--- src/sv/spq_pkg.sv ---
// Shared types and constants of the sorted priority queue.
// No dependencies; compile first.
`timescale 1ns / 1ps

package spq_pkg;

	localparam int CODE_W = 10;
	localparam int PRIO_W = 16;

	typedef enum logic {
		OP_INSERT = 1'b0,
		OP_LIST   = 1'b1
	} op_t;

	typedef enum logic [1:0] {
		ST_LISTED   = 2'd0,
		ST_EMPTY    = 2'd1,
		ST_INSERTED = 2'd2,
		ST_DROPPED  = 2'd3
	} status_t;

	typedef struct packed {
		logic [CODE_W-1:0]        code;
		logic signed [PRIO_W-1:0] prio;
	} entry_t;

	typedef enum logic [2:0] {
		S_IDLE,
		S_SHIFT,
		S_PLACE,
		S_EMIT,
		S_LIST
	} state_t;

endpackage

--- src/sv/spq_if.sv ---
// Request and response channels of the sorted priority queue.
// Depends on spq_pkg for field widths.
`timescale 1ns / 1ps

interface spq_req_if;
	logic                              valid;
	logic                              ready;
	logic                              opcode;
	logic [spq_pkg::CODE_W-1:0]        new_code;
	logic signed [spq_pkg::PRIO_W-1:0] new_priority;

	modport source (output valid, opcode, new_code, new_priority, input ready);
	modport sink (input valid, opcode, new_code, new_priority, output ready);
endinterface

interface spq_rsp_if;
	logic                              valid;
	logic                              ready;
	logic [spq_pkg::CODE_W-1:0]        out_code;
	logic signed [spq_pkg::PRIO_W-1:0] out_priority;
	logic [1:0]                        status;
	logic                              last;

	modport source (output valid, out_code, out_priority, status, last, input ready);
	modport sink (input valid, out_code, out_priority, status, last, output ready);
endinterface

--- src/sv/spq_store.sv ---
// Entry memory of the sorted priority queue: one write port, one read port,
// registered read data. Depends on spq_pkg.
`timescale 1ns / 1ps

module spq_store #(
	parameter int DEPTH = 16
) (
	input  logic                     clk,
	input  logic                     wr_en,
	input  logic [$clog2(DEPTH)-1:0] wr_addr,
	input  spq_pkg::entry_t          wr_entry,
	input  logic                     rd_en,
	input  logic [$clog2(DEPTH)-1:0] rd_addr,
	output spq_pkg::entry_t          rd_entry
);
	import spq_pkg::*;

	entry_t mem [DEPTH];

	always_ff @(posedge clk) begin
		if (wr_en) begin
			mem[wr_addr] <= wr_entry;
		end
	end

	// hold read data until the next read
	always_ff @(posedge clk) begin
		if (rd_en) begin
			rd_entry <= mem[rd_addr];
		end
	end

endmodule

--- src/sv/sorted_priority_queue.sv ---
// Sorted priority queue: control, entry count and response register.
// Depends on spq_pkg, spq_if and spq_store.
`timescale 1ns / 1ps

// Bounded queue of (code, priority) entries kept in ascending priority order.
// Requests arrive on req: opcode insert places new_code/new_priority after all
// entries of equal or smaller priority and answers with one response of status
// inserted, or dropped when DEPTH entries are already stored. Opcode list
// streams every stored entry in order on rsp without removing any, last set on
// the final one; an empty queue answers with one response of status empty.
// Flow: a drop, an empty listing and an insert into an empty queue go straight
// to the emit state, which loads the response register. Any other insert walks
// the memory from the tail, one entry a cycle, moving each stored entry of
// greater priority up one slot before the emit state. A listing reads the
// entries in order and gives one entry per cycle while rsp is ready; the
// single read port of the entry memory sets that pace. One request is in work
// at a time; req.ready is high while the block waits for a request.
// Reset empties the queue at once; memory contents need no clearing. When rsp
// stalls, the response register holds and the listing pauses in place.
module sorted_priority_queue #(
	parameter int DEPTH = 16
) (
	input logic       clk,
	input logic       arst_n,
	spq_req_if.sink   req,
	spq_rsp_if.source rsp
);
	import spq_pkg::*;

	localparam int AW = $clog2(DEPTH);
	localparam int CW = $clog2(DEPTH + 1);

	state_t state_q, state_d;
	logic [CW-1:0] count_q, count_d;
	logic [CW-1:0] issue_q, issue_d;
	logic [AW-1:0] idx_q, idx_d;
	status_t pend_q, pend_d;
	logic rd_valid_q, rd_valid_d;

	logic [CODE_W-1:0] code_q;
	logic signed [PRIO_W-1:0] prio_q;

	logic out_valid_q;
	entry_t out_entry_q;
	status_t out_status_q;
	logic out_last_q;

	logic out_free;
	logic out_load;
	entry_t out_entry;
	status_t out_status;
	logic out_last;

	logic wr_en;
	logic [AW-1:0] wr_addr;
	entry_t wr_entry;
	logic rd_en;
	logic [AW-1:0] rd_addr;
	entry_t rd_entry;
	entry_t new_entry;

	// reads and writes during a shift are two entries apart, so no forwarding
	spq_store #(.DEPTH(DEPTH)) u_store (
		.clk      (clk),
		.wr_en    (wr_en),
		.wr_addr  (wr_addr),
		.wr_entry (wr_entry),
		.rd_en    (rd_en),
		.rd_addr  (rd_addr),
		.rd_entry (rd_entry)
	);

	assign out_free  = !out_valid_q || rsp.ready;
	assign new_entry = '{code: code_q, prio: prio_q};
	assign req.ready = (state_q == S_IDLE);

	always_comb begin
		state_d    = state_q;
		count_d    = count_q;
		issue_d    = issue_q;
		idx_d      = idx_q;
		pend_d     = pend_q;
		rd_valid_d = rd_valid_q;
		out_load   = 1'b0;
		out_entry  = '0;
		out_status = pend_q;
		out_last   = 1'b1;
		wr_en      = 1'b0;
		wr_addr    = '0;
		wr_entry   = new_entry;
		rd_en      = 1'b0;
		rd_addr    = '0;
		unique case (state_q)
			S_IDLE: begin
				if (req.valid) begin
					if (req.opcode == OP_INSERT) begin
						if (count_q == CW'(DEPTH)) begin
							pend_d  = ST_DROPPED;
							state_d = S_EMIT;
						end else if (count_q == '0) begin
							wr_en    = 1'b1;
							wr_entry = '{code: req.new_code, prio: req.new_priority};
							count_d  = count_q + 1'b1;
							pend_d   = ST_INSERTED;
							state_d  = S_EMIT;
						end else begin
							// start at the tail
							rd_en   = 1'b1;
							rd_addr = AW'(count_q - 1'b1);
							idx_d   = AW'(count_q - 1'b1);
							state_d = S_SHIFT;
						end
					end else begin
						if (count_q == '0) begin
							pend_d  = ST_EMPTY;
							state_d = S_EMIT;
						end else begin
							issue_d    = '0;
							rd_valid_d = 1'b0;
							state_d    = S_LIST;
						end
					end
				end
			end
			S_SHIFT: begin
				wr_en   = 1'b1;
				wr_addr = AW'(idx_q + 1'b1);
				if (prio_q < rd_entry.prio) begin
					// move the entry up one slot, look at the next lower one
					wr_entry = rd_entry;
					if (idx_q == '0) begin
						state_d = S_PLACE;
					end else begin
						rd_en   = 1'b1;
						rd_addr = AW'(idx_q - 1'b1);
						idx_d   = AW'(idx_q - 1'b1);
					end
				end else begin
					count_d = count_q + 1'b1;
					pend_d  = ST_INSERTED;
					state_d = S_EMIT;
				end
			end
			S_PLACE: begin
				wr_en   = 1'b1;
				wr_addr = '0;
				count_d = count_q + 1'b1;
				pend_d  = ST_INSERTED;
				state_d = S_EMIT;
			end
			S_EMIT: begin
				if (out_free) begin
					out_load = 1'b1;
					state_d  = S_IDLE;
				end
			end
			S_LIST: begin
				if (rd_valid_q && out_free) begin
					out_load   = 1'b1;
					out_entry  = rd_entry;
					out_status = ST_LISTED;
					out_last   = (issue_q == count_q);
					if (issue_q == count_q) begin
						state_d = S_IDLE;
					end
				end
				if (issue_q != count_q && (!rd_valid_q || out_free)) begin
					rd_en   = 1'b1;
					rd_addr = issue_q[AW-1:0];
					issue_d = issue_q + 1'b1;
				end
				rd_valid_d = rd_en ? 1'b1 : (out_load ? 1'b0 : rd_valid_q);
			end
			default: begin
				state_d = S_IDLE;
			end
		endcase
	end

	always_ff @(posedge clk or negedge arst_n) begin
		if (!arst_n) begin
			state_q     <= S_IDLE;
			count_q     <= '0;
			issue_q     <= '0;
			idx_q       <= '0;
			pend_q      <= ST_INSERTED;
			rd_valid_q  <= 1'b0;
			out_valid_q <= 1'b0;
		end else begin
			state_q    <= state_d;
			count_q    <= count_d;
			issue_q    <= issue_d;
			idx_q      <= idx_d;
			pend_q     <= pend_d;
			rd_valid_q <= rd_valid_d;
			if (out_load) begin
				out_valid_q <= 1'b1;
			end else if (rsp.ready) begin
				out_valid_q <= 1'b0;
			end
		end
	end

	always_ff @(posedge clk) begin
		if (req.valid && req.ready) begin
			code_q <= req.new_code;
			prio_q <= req.new_priority;
		end
		if (out_load) begin
			out_entry_q  <= out_entry;
			out_status_q <= out_status;
			out_last_q   <= out_last;
		end
	end

	assign rsp.valid        = out_valid_q;
	assign rsp.out_code     = out_entry_q.code;
	assign rsp.out_priority = out_entry_q.prio;
	assign rsp.status       = out_status_q;
	assign rsp.last         = out_last_q;

	a_count_bound: assert property (@(posedge clk) disable iff (!arst_n)
		count_q <= CW'(DEPTH))
		else $error("entry count above capacity");

	a_count_step: assert property (@(posedge clk) disable iff (!arst_n)
		count_q != $past(count_q) |-> count_q == $past(count_q) + 1'b1)
		else $error("entry count changed by other than one");

	a_shift_data: assert property (@(posedge clk) disable iff (!arst_n)
		state_q == S_SHIFT |-> $past(rd_en))
		else $error("shift step without fresh read data");

	a_list_no_write: assert property (@(posedge clk) disable iff (!arst_n)
		state_q == S_LIST |-> !wr_en && issue_q <= count_q)
		else $error("listing wrote memory or read past the tail");

	a_single_last: assert property (@(posedge clk) disable iff (!arst_n)
		out_valid_q && out_status_q != ST_LISTED |-> out_last_q)
		else $error("status response without last");

endmodule

--- src/flat_wrapper.sv ---
// flat-port wrapper written by rule: the top's interface ports become plain ports
module sorted_priority_queue_flat import spq_pkg::*;
#(
	parameter int DEPTH = 16
)
  (clk, arst_n, req_valid, req_opcode, req_new_code, req_new_priority, req_ready, rsp_valid, rsp_out_code, rsp_out_priority, rsp_status, rsp_last, rsp_ready);
  spq_req_if req_i ();
  spq_rsp_if rsp_i ();
  input logic clk;
  input logic arst_n;
  input wire logic [$bits(req_i.valid)-1:0] req_valid;
  input wire logic [$bits(req_i.opcode)-1:0] req_opcode;
  input wire logic [$bits(req_i.new_code)-1:0] req_new_code;
  input wire logic [$bits(req_i.new_priority)-1:0] req_new_priority;
  output wire logic [$bits(req_i.ready)-1:0] req_ready;
  output wire logic [$bits(rsp_i.valid)-1:0] rsp_valid;
  output wire logic [$bits(rsp_i.out_code)-1:0] rsp_out_code;
  output wire logic [$bits(rsp_i.out_priority)-1:0] rsp_out_priority;
  output wire logic [$bits(rsp_i.status)-1:0] rsp_status;
  output wire logic [$bits(rsp_i.last)-1:0] rsp_last;
  input wire logic [$bits(rsp_i.ready)-1:0] rsp_ready;
  assign req_i.valid = req_valid;
  assign req_i.opcode = req_opcode;
  assign req_i.new_code = req_new_code;
  assign req_i.new_priority = req_new_priority;
  assign req_ready = req_i.ready;
  assign rsp_valid = rsp_i.valid;
  assign rsp_out_code = rsp_i.out_code;
  assign rsp_out_priority = rsp_i.out_priority;
  assign rsp_status = rsp_i.status;
  assign rsp_last = rsp_i.last;
  assign rsp_i.ready = rsp_ready;
  sorted_priority_queue #(.DEPTH(DEPTH)) u_core (.clk(clk), .arst_n(arst_n), .req(req_i), .rsp(rsp_i));
endmodule
--- config.mk ---
export PLATFORM = sky130hd
export DESIGN_NAME = sorted_priority_queue_flat
export DESIGN_NICKNAME = d
export VERILOG_FILES = /design/src/sv/spq_pkg.sv /design/src/sv/spq_if.sv /design/src/sv/spq_store.sv /design/src/sv/sorted_priority_queue.sv /design/src/flat_wrapper.sv
export SDC_FILE = /design/constraint.sdc
export NUM_CORES = 1
export LEC_CHECK = 0
export ABC_AREA = 1
export BUFFER_PORTS_ARGS = -buffer_cell sky130_fd_sc_hd__buf_4
export CAP_MARGIN = 15
export CORE_ASPECT_RATIO = 1.25
export CORE_MARGIN = 10
export CORE_UTILIZATION = 40
export DETAILED_ROUTE_END_ITERATION = 10
export GPL_TIMING_DRIVEN = 0
export SYNTH_ARGS = -nofsm -noshare
export SYNTH_HDL_FRONTEND = slang
export SYNTH_SLANG_ARGS = --single-unit
export TNS_END_PERCENT = 1
--- constraint.sdc ---
create_clock -name clk -period 3.25 [get_ports clk]
set_clock_uncertainty 0.05 [all_clocks]
set_input_delay 0.65 -clock clk [delete_from_list [all_inputs] [get_ports clk]]
set_output_delay 0.65 -clock clk [all_outputs]
set_load 0.02 [all_outputs]
==> Word-level counts from Yosys, hierarchy flattened <==
Memory sizes are Yosys's and may differ from the RTL's. A register that Yosys moved wholly into a read port is not among the register bits.
Index checks and enable logic that the tools add are counted.
{ "word_totals": {"inputBits": 31, "elab_cells": 147, "memories": 1, "out_inout_bits": 31, "register_bits": 76, "mem_bits_rw": 416} }
{ "mem_list": {"columns": ["memory", "depth", "width", "rd", "rd_ports_with_merged_regs", "wr", "line", "source"], "rows": [
  ["u_core.u_store.mem", 16, 26, 1, 1, 1, "spq_store.sv:18", "entry_t mem [DEPTH];"]
]} }
{ "classes": {"order_cmp": 1, "n_mux": 81, "addsub": 5, "n_reduce_logical": 22, "eq_ne": 24} }
{ "op_table": {"columns": ["op", "n"], "rows": [
  ["26-bit two-way mux", 5],
  ["4-bit two-way mux", 14],
  ["26-bit one-hot mux with 2 select lines", 1],
  ["5-bit two-way mux", 9],
  ["3-bit two-way mux", 9],
  ["1-bit two-way mux", 24],
  ["5-bit AND reduction", 4],
  ["2-bit two-way mux", 9],
  ["16-bit less-than comparator", 1],
  ["2-bit inequality test, second input constant", 8],
  ["3-bit one-hot mux with 5 select lines", 1],
  ["5-bit one-hot mux with 3 select lines", 1],
  ["4-bit one-hot mux with 3 select lines", 1],
  ["5-bit by 1-bit adder with 5-bit output, second input constant", 2],
  ["2-bit by 1-bit inequality test with 1-bit output, second input constant", 5],
  ["5-bit one-hot mux with 2 select lines", 1],
  ["3-bit inequality test, second input constant", 3],
  ["4-bit one-hot mux with 2 select lines", 1],
  ["4-bit by 1-bit subtractor with 4-bit output, second input constant", 2],
  ["7-bit AND reduction", 1],
  ["3-bit by 2-bit equality test with 1-bit output, second input constant", 2],
  ["1-bit one-hot mux with 2 select lines", 3],
  ["2-bit one-hot mux with 3 select lines", 1],
  ["6-bit AND reduction", 1],
  ["18 further kinds", 24]
]} }

==> Longest topological paths before layout <==
Gate-level depths: netlist (run 1).
{ "depth": {"word_depth": 8, "depth_mapped": 20, "ltp_nobuf": 19} }

==> Cells and area by module <==
A second synthesis (run 1) with hierarchy kept.
{ "unflattened": {"cells_unflattened": 2345, "hier_area_um2": 23719.0} }
{ "modules_own_cells": {"columns": ["mod", "area_each_um2", "n_inst", "cells_each", "seq_area_each_um2"], "rows": [
  ["spq_store", 18574.1, 1, 1727, 13272.7],
  ["sorted_priority_queue", 5144.9, 1, 618, 2178.3]
]} }

==> Least setup slack after synthesis (run 1) <==
OpenSTA, ideal clock, no wires.
{ "synth_path": {"kind": "flip-flop to flip-flop", "from": "reg u_core.count_q[0]", "to": "mem u_core.u_store.mem[0][0] (netlist bit), enable pin", "t_required_ps": 2791, "path_stages_with_launch": 14, "synth_period_minus_slack_ps": 3384, "n_path_buf": 1, "arrival_time_ps": 2925, "setup_time_ps": 409, "setup_slack_ps": -134, "path_cell_list": "dfrtp_1 inv_2 ha_1 nand2_1 nor2_2 inv_1 nor2_1 inv_2 nor3_4 inv_2 clkbuf_1 o21ai_0 nand2_1 nor2_1"} }
{ "synth_between": {"elab_chain_cells": 8, "elab_cells_between_ends": 9, "classes_between": "eq/ne: 1; mux: 7; reduce/logical: 1"} }
{ "synth_lines": {"columns": ["element", "line", "source"], "rows": [
  ["start, declared", "sorted_priority_queue.sv:34", "logic [CW-1:0] count_q, count_d;"],
  ["start signal, assigned", "sorted_priority_queue.sv:191", "count_q <= count_d;"],
  ["5-bit logical NOT", "sorted_priority_queue.sv:100", "end else if (count_q == '0) begin"],
  ["1-bit two-way mux", "sorted_priority_queue.sv:100", null],
  ["1-bit two-way mux *", "sorted_priority_queue.sv:97", "if (count_q == CW'(DEPTH)) begin"],
  ["1-bit two-way mux *", "sorted_priority_queue.sv:96", "if (req.opcode == OP_INSERT) begin"],
  ["1-bit two-way mux *", "sorted_priority_queue.sv:95", "if (req.valid) begin"],
  ["1-bit one-hot mux with 2 select lines *", "sorted_priority_queue.sv:93", "unique case (state_q)"],
  ["1-bit two-way mux *", "spq_store.sv:21", "if (wr_en) begin"],
  ["1-bit two-way mux (implied by the code) *", "spq_store.sv:22", "mem[wr_addr] <= wr_entry;"],
  ["end, declared", "spq_store.sv:18", null]
]} }
Every way passes the cells marked *; elsewhere a longest branch is shown, timed or not.

==> results of run 1 <==
==> stage by stage <==
step / TNS [ns] / worst slack [ns]
after global routing: -7.650 / -0.1869
final: -0.08531 / -0.01839
after floorplan: -8.613 / -0.1340
after CTS: -0.3594 / -0.06725
after detailed placement: -175.64 / -0.9392
after global placement: -903.84 / -1.882
==> area by class of cell <==
cell class	instances	share of cell area (%)
Timing Repair Buffer	125	4.231
Clock inverter	31	1.105
Sequential cell	518	55.23
Buffer	116	3.090
Clock buffer	62	4.709
Multi-Input combinational cell	1190	23.21
Inverter	374	5.045
Tap cell	757	3.386
==> routing by layer <==
metal  vias to the layer above  global-route usage [%]  share of wire, %
li1                       7803                       -                 -
met2                       732                   33.60                51
met3                       139                   2.855               7.4
met5                         -                       0                 0
met4                         0                   6.984               3.3
met1                      8069                   22.87                38
==> cell families (layout without fill, tap and decap cells) <==
family | count (synthesis) | in the layout | share of synthesized area, %
AND/OR/NAND/NOR | 1061 | 1064 | 21.32
flip-flops | 518 | 518 | 65.83
buffers and inverters | 492 | 708 | 8.833
AO/OA/AOI/OAI | 92 | 92 | 2.410
adder cells (fa/ha/maj) | 21 | 21 | 1.119
XOR/XNOR | 13 | 13 | 0.4851
==> cell usage in the layout (no fill, tap or decap), types with 16 or more instances in the layout <==
cell	synthesis	final
nor2_1	90	73
nand3b_1	78	78
clkbuf_16	0	51
buf_6	18	30
dfrtp_1	20	20
ha_1	21	20
clkbuf_1	39	23
o21ai_0	35	30
nand3_2	1	16
buf_2	49	19
inv_1	360	358
nor2_4	2	21
buf_4	8	123
a21oi_1	21	20
clkbuf_2	0	20
nand3_1	499	484
nand2_1	368	357
edfxtp_1	497	497
==> flip-flops by register name, indices dropped and copies added, names as in the netlist, 3 cells and up <==
| register | count |
|---|---|
| u_core.issue_q | 5 |
| u_core.rsp.out_code | 10 |
| u_core.u_store.rd_entry | 26 |
| u_core.code_q | 10 |
| u_core.state_q | 3 |
| u_core.rsp.out_priority | 16 |
| u_core.idx_q | 4 |
| u_core.count_q | 5 |
| u_core.prio_q | 16 |
| u_core.u_store.mem | 416 |
==> where the power goes <==
part           leakage (nW)  internal (mW)  switching [mW]
logic                  5.78           5.08            10.9
clock network         0.795           3.29            2.56
registers              4.79           9.54           0.299
total                  11.4           17.9            13.7
==> worst min path at each step <==
| stage | start | end |
|---|---|---|
| after CTS | req_new_code[6] | u_core.code_q[6] |
| after global routing | req_new_priority[9] | u_core.prio_q[9] |
| after global placement | u_core.pend_q[1] | u_core.pend_q[1] |
| after floorplan | arst_n | u_core.count_q[0] |
| after detailed placement | u_core.pend_q[1] | u_core.pend_q[1] |
| final | req_new_priority[13] | u_core.prio_q[13] |
==> worst max-delay path, stage by stage (launching register included) <==
cell and delay [ns]:
dfrtp_1 0.45, nor3_4 0.38, inv_2 0.14, clkbuf_1 0.28
nand2_1 0.44, clkbuf_2 0.50, nor2_1 0.15, a41oi_4 0.57
==> repair_timing <==
| action | CTS | global route |
|---|---|---|
| pin swaps | 13 | 18 |
| cloned | 3 | 0 |
| buffers inserted | 26 | 14 |
| endpoints found under the setup margin | 458 | 673 |
| endpoints found under the hold margin | 20 | 0 |
| gates resized for setup | 64 | 116 |
| hold buffers | 1 | 0 |
==> results.cfg, run 1 <==
[run_status]
outcome = finished with violations
violations = negative setup slack

[clocking]
insertion_delay_ns = 0.63
numCtsBuffers = 51
clkSlewWorstSetupHoldPaths_ns = 0.06
htree_num_levels = 2
root_buffer = clkbuf_16
tritoncts = built
cts.path.max_buffers = 3
cts_num_sinks = 518

[critical_path]
r2r_slack_ns = -0.02
startpoint_type = flip-flop
crit_end = u_core.u_store.mem[8][24]
cp-end-kind = flip-flop
crit_type = flip-flop to flip-flop
r2r_cells = 7
path_max_fanout = 16
crit-reg2reg-launch = u_core.state_q[2]
critPathLaunch = u_core.state_q[2]
crit_arrival_ns = 3.53
crit-reg2reg-capture = u_core.u_store.mem[8][24]
crit_required_ns = 3.51

[hold_path]
hold_depth = 1
hold_class = primary input to flip-flop

[floorplanning]
start_util_pct = 40.32
die_w_um = 236.7
die_area_mm2 = 0.06883
rows = 99
dieHeight_um = 290.8
core_mm2 = 0.05822
io_pins = 62

[timing]
fin_ws_ns = -0.01839
rsz0062_at_grt = true
setup_violations = 16
drv_slew = 0
hold_ws_ns = 0.1793
finalHoldViolCount = 0
timing.fmax_ghz = 0.3060
finalCriticalPeriod_ns = 3.268
worst_pin_slew_ns = 0.9804
slew_headroom_pct = 34.48
min_period_over_period_pct = 100.6

[global_route]
grt_start_max_net_pins = 27
grt_pass1_wl_mm = 100.4
antenna_found_initial = 0
grt_pass1_vias = 16637
grt_usage_pct = 18.97
overflow = 0

[cells_and_area]
fin_util_pct = 48.06
drive_gt1_share_pct = 16.68
area_delta_synth_final_pct = 19.20
register_area_mm2 = 0.01545
fin_cells = 3173
diodes = 0
nets = 2428
multi_input_area_mm2 = 0.006492
fillers = 5234
design_area_mm2 = 0.02798

[logic_synthesis]
ys_seq_area_share_pct = 65.83
synth_cell_types = 42
synth_top_cell_area_share_pct = 63.59
netlist_area_mm2 = 0.02347
synth-main-ff-cell = edfxtp_1
synth_seq_cells = 518
synth-edff-count = 497
synth_warnings = 0
synth.largest_area_cell = edfxtp_1
netlist_instances = 2197
synth.avg_cell_area_um2 = 10.68
synthesis.nets = 2249
synthTopCellsByCount = nand3_1 (499), edfxtp_1 (497), nand2_1 (368)
synthTopCellsByArea = edfxtp_1 (64%), nand3_1 (11%), nand2_1 (5.9%)
async_flop_share_pct = 4.054
yosysMostFrequentCell = nand3_1

[placement]
gp_congestion = 0.9177
placed_area_mm2 = 0.02541
port_buffers = 61
dp_cells = 3038
dpl.hpwl_mm = 46.39

[drt]
dr_total_vias = 16743
first_pass_iters = 6
viasPerCell = 5.277
drt_iter0_drc = 1604
antenna_left = 0
drc = 0
wl_mm = 67.12
wire_per_inst_um = 21.15

[job]
max_cap_viol_count = 0

[power]
total_power_mw = 31.64
vdd_drop_max_v = 0.0008237
p_leak_nw = 11.37
power.density_mw_per_mm2 = 1131
Power figures use the tool's default switching activity.
==> inputs of run 2 (changes only) <==
- CORE_ASPECT_RATIO: 1.25 -> 1.4
==> results.cfg, run 2 (synthesis gave the netlist of run 1 again) <==
[run_status]
outcome = finished, final reports clean

[timing]
worst_pin_slew_ns = 1.010
setup_violations = 0
drv_slew = 0
fin_ws_ns = 0.09158
finalCriticalPeriod_ns = 3.158
slew_headroom_pct = 32.50
finalHoldViolCount = 0
timing.fmax_ghz = 0.3166
rsz0062_at_grt = true
hold_ws_ns = 0.2018
min_period_over_period_pct = 97.18
fin_setup_tns_ns = 0

[clocking]
root_buffer = clkbuf_16
cts_num_sinks = 518
clkSlewWorstSetupHoldPaths_ns = 0.07
insertion_delay_ns = 0.58
tritoncts = built
cts.path.max_buffers = 3
numCtsBuffers = 49
htree_num_levels = 2

[cells_and_area]
nets = 2429
fillers = 5237
regMostFlops = u_core.u_store.mem
area_delta_synth_final_pct = 19.16
diodes = 0
top_regs = u_core.u_store.mem (416), u_core.u_store.rd_entry (26)
largest_reg_flops = 416
final_common_cell = edfxtp_1
design_area_mm2 = 0.02797
fin_util_pct = 47.95
drive_gt1_share_pct = 17.00
fin_cells = 3166
final_cell_mix = edfxtp_1 (497), nand3_1 (484), nand2_1 (358), inv_1 (357), buf_4 (123)

[global_route]
grt_pass1_wl_mm = 101.8
overflow = 0
grt_start_max_net_pins = 27
antenna_found_initial = 0
grt_usage_pct = 19.61
grt_pass1_vias = 16615

[critical_path]
crit_required_ns = 3.60
crit_path_max_incr_delay_ns = 0.36
startpoint_type = flip-flop
worstPathCellList = inv_1 -> ha_1 -> nand2_1 -> inv_1 -> nand2_1 -> nand2_1 -> nand2_1 -> nand2_1 -> nand2_1 -> nand2_1 -> nand2_2 -> nand2_2 -> nor3_4 -> nand2_1 -> nand2_4 -> inv_6 -> clkbuf_4 -> nand3_1 -> nand3_1 -> nand2_1
cp_slowest_cell = edfxtp_1
cp-end-kind = flip-flop
crit_arrival_ns = 3.51
cp_common_cell = nand2_1
crit_type = flip-flop to flip-flop
path_max_fanout = 10

[power]
p_leak_nw = 11.38
power.density_mw_per_mm2 = 1143
vdd_drop_max_v = 0.0005520
total_power_mw = 31.98

[drt]
drt_iter0_drc = 1564
wl_mm = 68.85
viasPerCell = 5.294
wire_per_inst_um = 21.75
first_pass_iters = 6
dr_total_vias = 16761
antenna_left = 0
drc = 0

[placement]
dpl.hpwl_mm = 48.35
dp_cells = 3037
gp_congestion = 0.9040
place_ws_ns = -0.8081
placed_area_mm2 = 0.02545
port_buffers = 61

[floorplanning]
start_util_pct = 40.24
die_area_mm2 = 0.06890
die_w_um = 224.7
core_mm2 = 0.05833
dieHeight_um = 306.6
rows = 105
io_pins = 62

[job]
max_cap_viol_count = 0

[hold_path]
hold_class = primary input to flip-flop
[run 2: changes by cell type in the layout (fill, tap and decap cells not counted), sizes merged]
cell | before | now
clkinvlp | 1 | 4
buf | 195 | 196
clkinv | 25 | 23
bufinv | 5 | 10
clkbuf | 107 | 102
inv | 374 | 373
[run 2: path summary, 6_finish.rpt]
| path | cells past startpoint | slack [ns] | endpoint | startpoint |
|---|---|---|---|---|
| min in group asynchronous | 2 | 0.46 | u_core.idx_q[0] | arst_n |
| min | 1 | 0.20 | u_core.prio_q[0] | req_new_priority[0] |
| max | 20 | 0.09 | u_core.u_store.rd_entry[7] | u_core.u_store.rd_entry[3] |
| max reg2reg | 20 | 0.09 | u_core.u_store.rd_entry[7] | u_core.u_store.rd_entry[3] |
| max in group asynchronous | 2 | 2.41 | u_core.pend_q[1] | arst_n |
| min reg2reg | 1 | 0.47 | u_core.pend_q[1] | u_core.pend_q[1] |
[run 2: routing by layer]
layer	part of all wire, %	wire, µm	vias to the layer above	track usage [%]
li1	-	-	7798	-
met1	37	25440	8132	21.70
met2	52	35910	642	35.82
met3	5.7	3956	189	2.877
met4	5.2	3549	0	10.03
met5	0	0	-	0
[run 2: area by class of cell]
type | count | area, µm² | area share [%]
buffer | 118 | 819.5 | 2.930
clock buffer | 55 | 1270 | 4.541
clock inverter | 36 | 442.9 | 1.584
inverter | 374 | 1414 | 5.055
multi-input combinational | 1190 | 6469 | 23.13
sequential | 518 | 15450 | 55.25
tap | 749 | 937.1 | 3.351
timing repair buffer | 126 | 1165 | 4.165
[run 2: critical path: cells and delay by family (launching register included)]
family,cells,cell delay (ns)
buf+inv,4,0.47
flops,1,0.36
fa+ha+maj,1,0.25
simple gates,15,1.82
[run 2: where the power goes]
group	internal (mW)	total (mW)	switching (mW)
Sequential	9.54	9.85	0.310
Combinational	4.91	16.0	11.1
Clock	3.61	6.16	2.55
Total	18.1	32.0	13.9
[run 2: timing repair]
action,4_1_cts,5_1_grt
hold buffers,1,0
resized for setup,55,104
setup endpoints to repair,474,680
endpoints found under the hold margin,20,0
buffers inserted,24,10
gates cloned,3,0
pin swaps,13,17
